$ cat src/hw/rtl/omrs_pkg.sv
// Shared constants, codes and types of the move-to-front ordered list.
// No dependencies; used by the interfaces, the cell and the top level.
package omrs_pkg;

	localparam int CAPACITY = 1024;
	localparam int ITEM_W   = 10;
	localparam int RANK_W   = 10;
	localparam int ANS_W    = 10;
	localparam int IDX_W    = (CAPACITY > 1) ? $clog2(CAPACITY) : 1;
	localparam int CNT_W    = $clog2(CAPACITY + 1);
	localparam int CMP_W    = ((CNT_W > RANK_W) ? CNT_W : RANK_W) + 1;

	localparam logic [2:0] KIND_LOAD   = 3'd0;
	localparam logic [2:0] KIND_TOP    = 3'd1;
	localparam logic [2:0] KIND_BOTTOM = 3'd2;
	localparam logic [2:0] KIND_SWAP   = 3'd3;
	localparam logic [2:0] KIND_RANK   = 3'd4;
	localparam logic [2:0] KIND_SELECT = 3'd5;

	localparam logic [1:0] OFS_NONE = 2'b00;
	localparam logic [1:0] OFS_NEXT = 2'b01;
	localparam logic [1:0] OFS_BAD  = 2'b10;
	localparam logic [1:0] OFS_PREV = 2'b11;

	typedef struct packed {
		logic               capture;
		logic [ITEM_W-1:0]  item;
		logic [CNT_W-1:0]   count;
		logic [IDX_W-1:0]   rank;
		logic               op_top;
		logic               op_bottom;
		logic               op_up;
		logic               op_down;
		logic               op_load;
	} omrs_bcast_t;

endpackage

$ cat src/hw/rtl/omrs_cell.sv
// One rank slot of the list: holds an item, matches it against the command,
// and shifts or swaps with its neighbors. Depends on omrs_pkg.
module omrs_cell import omrs_pkg::*; (
	input  logic              clk,
	input  logic              arst_n,
	input  logic [IDX_W-1:0]  idx,
	input  omrs_bcast_t       bcast,
	input  logic [ITEM_W-1:0] left_value,
	input  logic [ITEM_W-1:0] right_value,
	input  logic              left_match,
	input  logic              right_match,
	output logic [ITEM_W-1:0] value,
	output logic              match
);

	logic [ITEM_W-1:0] value_q;
	logic              match_q;
	logic [CNT_W-1:0]  pos;
	logic [CNT_W-1:0]  pos_next;
	logic [CNT_W-1:0]  rank_pos;
	logic              in_list;
	logic              is_last;
	logic              at_count;
	logic              at_or_after;
	logic              at_or_before;

	assign pos          = CNT_W'(idx);
	assign pos_next     = pos + CNT_W'(1);
	assign rank_pos     = CNT_W'(bcast.rank);
	assign in_list      = pos < bcast.count;
	assign is_last      = pos_next == bcast.count;
	assign at_count     = pos == bcast.count;
	assign at_or_after  = pos >= rank_pos;
	assign at_or_before = pos <= rank_pos;

	assign value = value_q;
	assign match = match_q;

	always_ff @(posedge clk or negedge arst_n) begin
		if (!arst_n) begin
			match_q <= 1'b0;
		end else if (bcast.capture) begin
			match_q <= in_list && (value_q == bcast.item);
		end
	end

	always_ff @(posedge clk) begin
		if (bcast.op_top && at_or_before) begin
			value_q <= left_value;
		end else if (bcast.op_bottom && at_or_after && in_list) begin
			value_q <= is_last ? bcast.item : right_value;
		end else if (bcast.op_up && match_q) begin
			value_q <= right_value;
		end else if (bcast.op_up && left_match) begin
			value_q <= bcast.item;
		end else if (bcast.op_down && match_q) begin
			value_q <= left_value;
		end else if (bcast.op_down && right_match) begin
			value_q <= bcast.item;
		end else if (bcast.op_load && at_count) begin
			value_q <= bcast.item;
		end
	end

endmodule

$ cat config.mk
export PLATFORM = sky130hd
export DESIGN_NAME = omrs_cell
export DESIGN_NICKNAME = d
export VERILOG_FILES = /design/src/hw/rtl/omrs_pkg.sv /design/src/hw/rtl/omrs_cell.sv
export SDC_FILE = /design/constraint.sdc
export NUM_CORES = 1
export LEC_CHECK = 0
export BUFFER_PORTS_ARGS = -buffer_cell sky130_fd_sc_hd__buf_2
export CORE_MARGIN = 2
export CORE_UTILIZATION = 40
export DETAILED_ROUTE_END_ITERATION = 12
export HOLD_SLACK_MARGIN = 0.12
export MAX_ROUTING_LAYER = met4
export PLACE_DENSITY = 0.69
export SLEW_MARGIN = 20
export SYNTH_ARGS = -nofsm -noshare
export SYNTH_HDL_FRONTEND = slang
export SYNTH_SLANG_ARGS = --single-unit
$ cat constraint.sdc
create_clock -name clk -period 1.3 [get_ports clk]
set_input_delay 0.195 -clock clk [delete_from_list [all_inputs] [get_ports clk]]
set_output_delay 0.195 -clock clk [all_outputs]
set_load 0.005 [all_outputs]
# [Yosys cells after proc, flatten, opt, wreduce, memory -nomap -nowiden]
# Cells that the tools add are included.
[op_classes] add_sub_neg=1 order_cmp=3 eq_ne=3 n_mux=8 n_reduce_logical=10
[op_table] operator="two-way mux 10 bit" count=8
[op_table] operator="adder 10 x 1 -> 11 bit (second input constant)" count=1
[op_table] operator="== test 10 x 11 -> 1 bit" count=1
[op_table] operator="== test 11 bit" count=1
[op_table] operator="< comparator 10 x 11 -> 1 bit" count=1
[op_table] operator="== test 10 bit" count=1
[op_table] operator="greater-or-equal comparator 10 bit" count=1
[op_table] operator="<= comparator 10 bit" count=1
[op_table] operator="logical AND 1 bit" count=9
[op_table] operator="nonzero test 7 bit" count=1
[word_totals] reg_bits=11 in_bits=71 out_inout_bits=11 word_cells=27

# [Longest topological paths before layout]
# Gate-level depths: netlist (run 1).
[logic_depth] word_depth=9 depth_mapped=10 depth_no_buf=9

# [Least setup slack after synthesis (run 1)]
# OpenSTA, ideal clock, no wires.
[synth_path] path_type="in2reg" startpoint="in idx[0]" endpoint="reg value_q[0], in the netlist value[0] (data pin)" arrival_time_ns=2.121 required_time_ns=1.020 path_slack_ns=-1.101 stages=10 n_path_buf=2 path_cell_list="ha_1 -> and2_1 -> buf_4 -> and4_2 -> or4_4 -> nor4_4 -> o211ai_2 -> buf_6 -> mux2i_1 -> o211ai_1"
[synth_between] elab_chain_cells=5 elab_cells_between_ends=11 classes_between="add/sub: 1; order compare: 3; eq/ne: 1; mux: 3; reduce/logical: 3"
[synth_rtl] element="from (decl)" line_no="omrs_cell.sv:6" text="input logic [IDX_W-1:0] idx,"
[synth_rtl] element="adder 10 x 1 -> 11 bit / greater-or-equal comparator 10 bit (equally long branches)" line_no="omrs_cell.sv:28, omrs_cell.sv:33"
[synth_rtl] element="== test 11 bit / logical AND 1 bit (equally long branches)" line_no="omrs_cell.sv:31, omrs_cell.sv:50"
[synth_rtl] element="two-way mux 10 bit / logical AND 1 bit (equally long branches)" line_no="omrs_cell.sv:51, omrs_cell.sv:50"
[synth_rtl] element="two-way mux 10 bit" line_no="omrs_cell.sv:50" text="end else if (bcast.op_bottom && at_or_after && in_list) begin"
[synth_rtl] element="two-way mux 10 bit *" line_no="omrs_cell.sv:48" text="if (bcast.op_top && at_or_before) begin"
[synth_rtl] element="to (signal assigned)" line_no="omrs_cell.sv:49" text="value_q <= left_value;"
[synth_rtl] element="to (signal assigned)" line_no="omrs_cell.sv:51" text="value_q <= is_last ? bcast.item : right_value;"
[synth_rtl] element="to (signal assigned)" line_no="omrs_cell.sv:53" text="value_q <= right_value;"
[synth_rtl] element="to (decl)" line_no="omrs_cell.sv:16" text="logic [ITEM_W-1:0] value_q;"
# Mark *: on every way between the ends. The rest lies on a longest branch, timed or not.
# A chain may end at the register's enable or synchronous reset.

# [Worst setup path in the final report (run 1)]
[layout_path] startpoint="in idx[1]" endpoint="reg value_q[2], in the netlist value[2] (data pin)"
# The elaborated chain is that of the path after synthesis.

==> summary.md, run 1 <==
| Metric | Value |
|---|---|
| Fillers | `399` |
| Routed WL per cell | `16.2 um` |
| Root Buffer Master | `clkbuf_8` |
| Crit-path cells | `buf_12, ha_4, and2_4, and4_4, or4_4, nor4_4, o211ai_4, clkbuf_16, mux2i_1, o211ai_1` |
| WHS Path Cells | `2` |
| CTS Buffer Depth | `2` |
| Main synth FF type | `edfxtp_1` |
| Internal cell power | `0.00124 W` |
| Setup Skew | `0.00120 ns` |
| Largest net degree at the start of global routing | `13` |
| P_sw | `0.000699 W` |
| Initial Util | `42.1%` |
| Peak supply drop | `0.586 mV` |
| Final Max Tran Viols | `0` |
| Tmin final | `2.10 ns` |
| Worst-path fanout max | `5` |
| Placeable Area | `4820 um^2` |
| Total wire length | `7280 um` |
| Synth Instances | `252` |
| Post-synth EDFFs | `10` |
| Switching fraction of total power | `36.0%` |
| Synth top cells by count | `inv_1, a22oi_1, ha_1` |
| Overflow after GRT | `0` |
| DR iter-0 viols | `132` |
| PwrDens | `594 nW/um^2` |
| Top cells by area, synth | `edfxtp_1, ha_1, a22oi_1` |
| Kind of critical path | `input port to flip-flop` |
| Ys async rst share | `9.09%` |
| Synthesized area | `2030 um^2` |
| Area Overhead vs Synth | `61.1%` |
| Die width | `75.2 um` |
| Clock power share | `18.1%` |
| CP max-delay cell | `or4_4` |
| Layout Nets | `476` |
| IO buf count | `81` |
| Clock net sink count | `11` |
| CTS buffer count | `3` |
| Worst-Skew Late Latency | `0.24 ns` |
| Share of cells above drive strength 1 | `47.5%` |
| Final GP Congestion | `0.863` |
| Area of the die | `5660 um^2` |
| CTS H-tree lvls | `1` |
| Vias per inst | `5.63` |
| Most common cell in the netlist | `inv_1` |
| Initial antenna violation count | `0` |
| Flop pwr share | `26.3%` |
| Final hold violations | `0` |
| Slew @ Worst Pin | `0.783 ns` |
| Yosys warns | `0` |
| Setup repair after global routing missed its margin | `yes` |
| LEAKAGE | `1.55 nW` |
| Placed cell count | `438` |
| # diodes | `0` |
| Crit. End Element | `flip-flop` |
| Routed via count | `2535` |
| Sequential share of the synthesized area | `16.0%` |
| CTS tree | `built` |
| CP startpoint kind | `input port` |
| Top Layer Used | `met4` |
| Netlist cell types | `51` |
| Post-DP HPWL | `5560 um` |
| Syn_nets | `344` |
| Mean Syn Cell Area | `8.05 um^2` |
| GRT Total Usage | `27.5%` |
| FF-to-FF path depth | `6` |
| Hold crit path type | `input port to flip-flop` |
| Synth Register Bits | `11` |
| Worst EP required | `1.28 ns` |
| Met1 WL | `3230 um` |
| Failing checks | `setup timing` |
| Slack of the critical path | `-0.795 ns` |
| Non-filler cells, final | `450` |
| Yosys top cell area share | `14.8%` |
| CP delay by family, top | `simple AND/OR/NAND/NOR gates` |
| Setup TNS | `-14.07 ns` |
| Placement Rows | `25` |
| Vias in the first global route | `2512` |
| WP data arrival | `2.07 ns` |
| Fin util | `67.8%` |
| Final ANT Viol Nets | `0` |
| Max incr delay on CP | `0.54 ns` |
| Buffers and inverters on the worst path | `2` |
| DP Worst Slack | `-1.07 ns` |
| Setup violations, final | `21` |
| Comb pwr share | `55.6%` |
| Area leader, netlist | `edfxtp_1` |
| First-pass GRT wire length | `11700 um` |
| Die Y-Extent | `75.2 um` |
| Drt pass-1 iters | `5` |
| I/O Pins | `82` |
| Status | `finished with violations` |
| Worst path depth | `10` |
| Final critical-path share of the clock period | `161%` |
| Metal2 WL | `3580 um` |
| CTS clk-pin slew, worst paths | `0.05 ns` |
| Max Clk Rate | `477 MHz` |
| Max Cap Viol | `0` |
| Met3 wire length | `440 um` |
| DRC violations left | `0` |
| Slew margin rel. | `47.7%` |
## cell usage in the layout, fill, tap and decap left out, types with 9 or more instances in the layout
| master | count |
|---|---|
| buf_2 | 71 |
| buf_4 | 56 |
| a22oi_1 | 20 |
| inv_1 | 16 |
| nand2_1 | 16 |
| nor3_1 | 15 |
| nor2_1 | 14 |
| xnor2_1 | 12 |
| o211ai_1 | 12 |
| mux2i_1 | 10 |
| a22o_1 | 10 |
| ha_4 | 10 |
| edfxtp_1 | 10 |
| ha_1 | 9 |
## per-layer routing
metal | up-vias | GRT usage, %
li1 | 1230 | -
met1 | 1183 | 36.3
met2 | 118 | 46.5
met3 | 4 | 3.35
met4 | 0 | 3.51
met5 | - | -
## final timing paths
kind / start / endpoint / slack, ns
min reg2reg: value[6]$_DFFE_PP_ / match$_DFFE_PN0P_ / 0.74
max: idx[1] / value[2]$_DFFE_PP_ / -0.80
min: bcast[36] / match$_DFFE_PN0P_ / 0.16
max reg2reg: match$_DFFE_PN0P_ / value[2]$_DFFE_PP_ / -0.32
max in group asynchronous: arst_n / match$_DFFE_PN0P_ / 0.94
min in group asynchronous: arst_n / match$_DFFE_PN0P_ / 0.27
## power by group through the flow
stage,registers [W],logic [W],clock network (W)
finish,0.000510,0.00108,0.000351
global route,0.000518,0.00119,0.000374
CTS,0.000510,0.00105,0.000354
detailed placement,0.000517,0.000936,0
global placement,0.000517,0.000910,0
floorplan,0.000517,0.000485,0
## state kept, by name, indices dropped and copies added, names as in the netlist
name and count:
value 10, match 1
## layout make-up
type                       instances  area (um^2)  share of cell area [%]
sequential                        11          325                    9.96
multi-input combinational        206         1760                    53.7
timing repair buffer             139          953                    29.2
tap                               67         83.8                    2.57
clock buffer                       4         45.0                    1.38
inverter                          23          104                    3.18
## stage by stage
step,area [um^2],hold WS [ns],power [W]
6_report,3270,0.157,0.00194
4_1_cts,3240,0.171,0.00191
2_1_floorplan,2100,-0.101,0.00100
3_5_place_dp,2890,-0.0204,0.00145
3_3_place_gp,2890,-0.0202,0.00143
5_1_grt,3270,0.151,0.00208
## what timing repair did
item	CTS	global route
gates resized for setup	55	6
buffers inserted	4	1
endpoints found under the setup margin	21	21
endpoints found under the hold margin	1	0
gates cloned	2	0
hold buffers	1	0
pin swaps	15	6
## logic make-up after synthesis
group                    after synthesis  synth area share, %
adder cells (fa/ha/maj)               21                 13.0
XOR/XNOR                              20                 8.64
buffers and inverters                 36                 8.64
AO/OA/AOI/OAI                         78                 28.6
AND/OR/NAND/NOR                       76                 20.2
flip-flops                            11                 16.0
multiplexers                          10                 4.94
(Power assumes the default switching activity.)
==> inputs of run 2 (changes only) <==
PLACE_DENSITY = 0.66   (was 0.69)
clock period = 2.3 ns   (was 1.3 ns; I/O delays follow)
==> summary.md, run 2 (same netlist as run 1, synthesis figures left out) <==
| Metric | Value |
|---|---|
| Worst-Skew Late Latency | `0.25 ns` |
| Slew margin rel. | `42.2%` |
| Kind of critical path | `input port to flip-flop` |
| Reg-to-reg endpoint | `value[1]$_DFFE_PP_` |
| CTS clk-pin slew, worst paths | `0.06 ns` |
| Setup TNS | `0 ns` |
| GRT Total Usage | `24.9%` |
| Setup Skew | `0.00143 ns` |
| Crit-path cells | `buf_2, ha_1, a2111o_1, o221ai_2, o211ai_1, buf_4, buf_4, a22oi_1, o211ai_1` |
| Area of the die | `5660 um^2` |
| Reg2reg start | `match$_DFFE_PN0P_` |
| Final critical-path share of the clock period | `96.0%` |
| Most common cell after layout, fill and taps aside | `buf_2` |
| Buffers and inverters on the worst path | `3` |
| CP max-delay cell | `a2111o_1` |
| IO buf count | `81` |
| Total wire length | `6560 um` |
| DRC violations left | `0` |
| Worst-path fanout max | `10` |
| FF-to-FF path depth | `5` |
| Share of cells above drive strength 1 | `37.8%` |
| Die width | `75.2 um` |
| Overflow after GRT | `0` |
| CP endpoint | `value[8]$_DFFE_PP_` |
| CP delay by family, top | `compound AO/OA/AOI/OAI gates` |
| WP data arrival | `2.19 ns` |
| Clock net sink count | `11` |
| Drt pass-1 iters | `5` |
| Max Cap Viol | `0` |
| Fillers | `463` |
| Root Buffer Master | `clkbuf_8` |
| CTS buffer count | `3` |
| Worst path depth | `9` |
| LEAKAGE | `1.43 nW` |
| Placeable Area | `4820 um^2` |
| Peak supply drop | `0.300 mV` |
| CTS H-tree lvls | `1` |
| Final ANT Viol Nets | `0` |
| CTS Buffer Depth | `2` |
| Max reg flops | `10` |
| CTS tree | `built` |
| Crit. End Element | `flip-flop` |
| Internal reg-to-reg setup slack | `0.74 ns` |
| Setup violations, final | `0` |
| Area Overhead vs Synth | `41.6%` |
| Hold crit path type | `input port to flip-flop` |
| Crit path from | `idx[4]` |
| Layout Nets | `458` |
| # diodes | `0` |
| Max Clk Rate | `453 MHz` |
| Final GP Congestion | `0.857` |
| CP startpoint kind | `input port` |
| Hold Slack | `0.321 ns` |
| DR iter-0 viols | `141` |
| PwrDens | `359 nW/um^2` |
| Tot Pwr | `0.00103 W` |
| Routed WL per cell | `15.2 um` |
| Final hold violations | `0` |
| Initial Util | `42.1%` |
| Final Max Tran Viols | `0` |
| Commonest non-fill, non-tap cells in the layout | `buf_2, buf_4, inv_1, a22oi_1, ha_1` |
| Tmin final | `2.21 ns` |
| Largest net degree at the start of global routing | `15` |
| Initial antenna violation count | `0` |
| Die Y-Extent | `75.2 um` |
| Worst EP required | `2.29 ns` |
| I/O Pins | `82` |
| Status | `finished clean` |
| Routed via count | `2375` |
| Vias per inst | `5.50` |
| Vias in the first global route | `2370` |
| Post-DP HPWL | `5250 um` |
| Placement Rows | `25` |
| Slew @ Worst Pin | `0.866 ns` |
| Fin util | `59.6%` |
| Max incr delay on CP | `0.38 ns` |
| First-pass GRT wire length | `10500 um` |
## run 2: cell count changes in the layout (fill, tap and decap cells not counted), moves of 3 or more
cell   before  now
buf_2      71   80
buf_4      56   37
buf_6       6    2
ha_1        9   18
ha_4       10    3
inv_1      16   21
inv_2       4    1
## run 2: cell type report
class | count | area [um^2] | area share [%]
flip-flops and latches | 11 | 325 | 11.3
clock buffers | 4 | 45.0 | 1.57
inverters | 23 | 88.8 | 3.09
multi-input cells | 205 | 1580 | 55.0
repair buffers | 122 | 751 | 26.1
well taps | 67 | 83.8 | 2.92
## run 2: timing repair
| item | 4_1_cts | 5_1_grt |
|---|---|---|
| resized for setup | 0 | 12 |
| setup endpoints to repair | 0 | 16 |
| setup buffers | 0 | 1 |
| hold buffers | 1 | 0 |
| endpoints found under the hold margin | 1 | 0 |
## run 2: worst register-to-register path, delay by kind of cell, from the launching register on
family	cells	cell delay (ns)
AND/OR/NAND/NOR	1	0.10
AO/OA/AOI/OAI	2	0.50
flip-flops	1	0.37
buffers and inverters	2	0.35
## run 2: how the worst min path moves through the flow
stage	startpoint	slack, ns	end	depth (start not counted)
2_1_floorplan	arst_n	0.05	match$_DFFE_PN0P_	0
3_3_place_gp	arst_n	0.13	match$_DFFE_PN0P_	1
3_5_place_dp	arst_n	0.13	match$_DFFE_PN0P_	1
4_1_cts	bcast[36]	0.32	match$_DFFE_PN0P_	2
5_1_grt	bcast[36]	0.33	match$_DFFE_PN0P_	2
6_report	bcast[36]	0.32	match$_DFFE_PN0P_	2
## run 2: metal layers
layer / GRT usage, % / part of all wire, % / up-vias
met5: - / 0 / -
met4: 3.90 / 0.50 / 0
met3: 3.88 / 6.1 / 4
met2: 39.6 / 46 / 74
met1: 34.1 / 47 / 1109
li1: - / - / 1188
## run 2: where the power goes
part           internal [W]  switching, W
registers          0.000264     0.0000240
clock network      0.000123     0.0000890
logic              0.000268      0.000263
## run 2: through the flow
| stage | cells | setup slack (ns) | instance area, um^2 |
|---|---|---|---|
| 5_1_grt | 432 | -0.0236 | 2870 |
| 6_report | 432 | 0.0919 | 2870 |
| 3_3_place_gp | 426 | -0.165 | 2760 |
| 3_5_place_dp | 426 | -0.210 | 2760 |
| 4_1_cts | 431 | 0.0525 | 2820 |
| 2_1_floorplan | 252 | -0.0406 | 2050 |
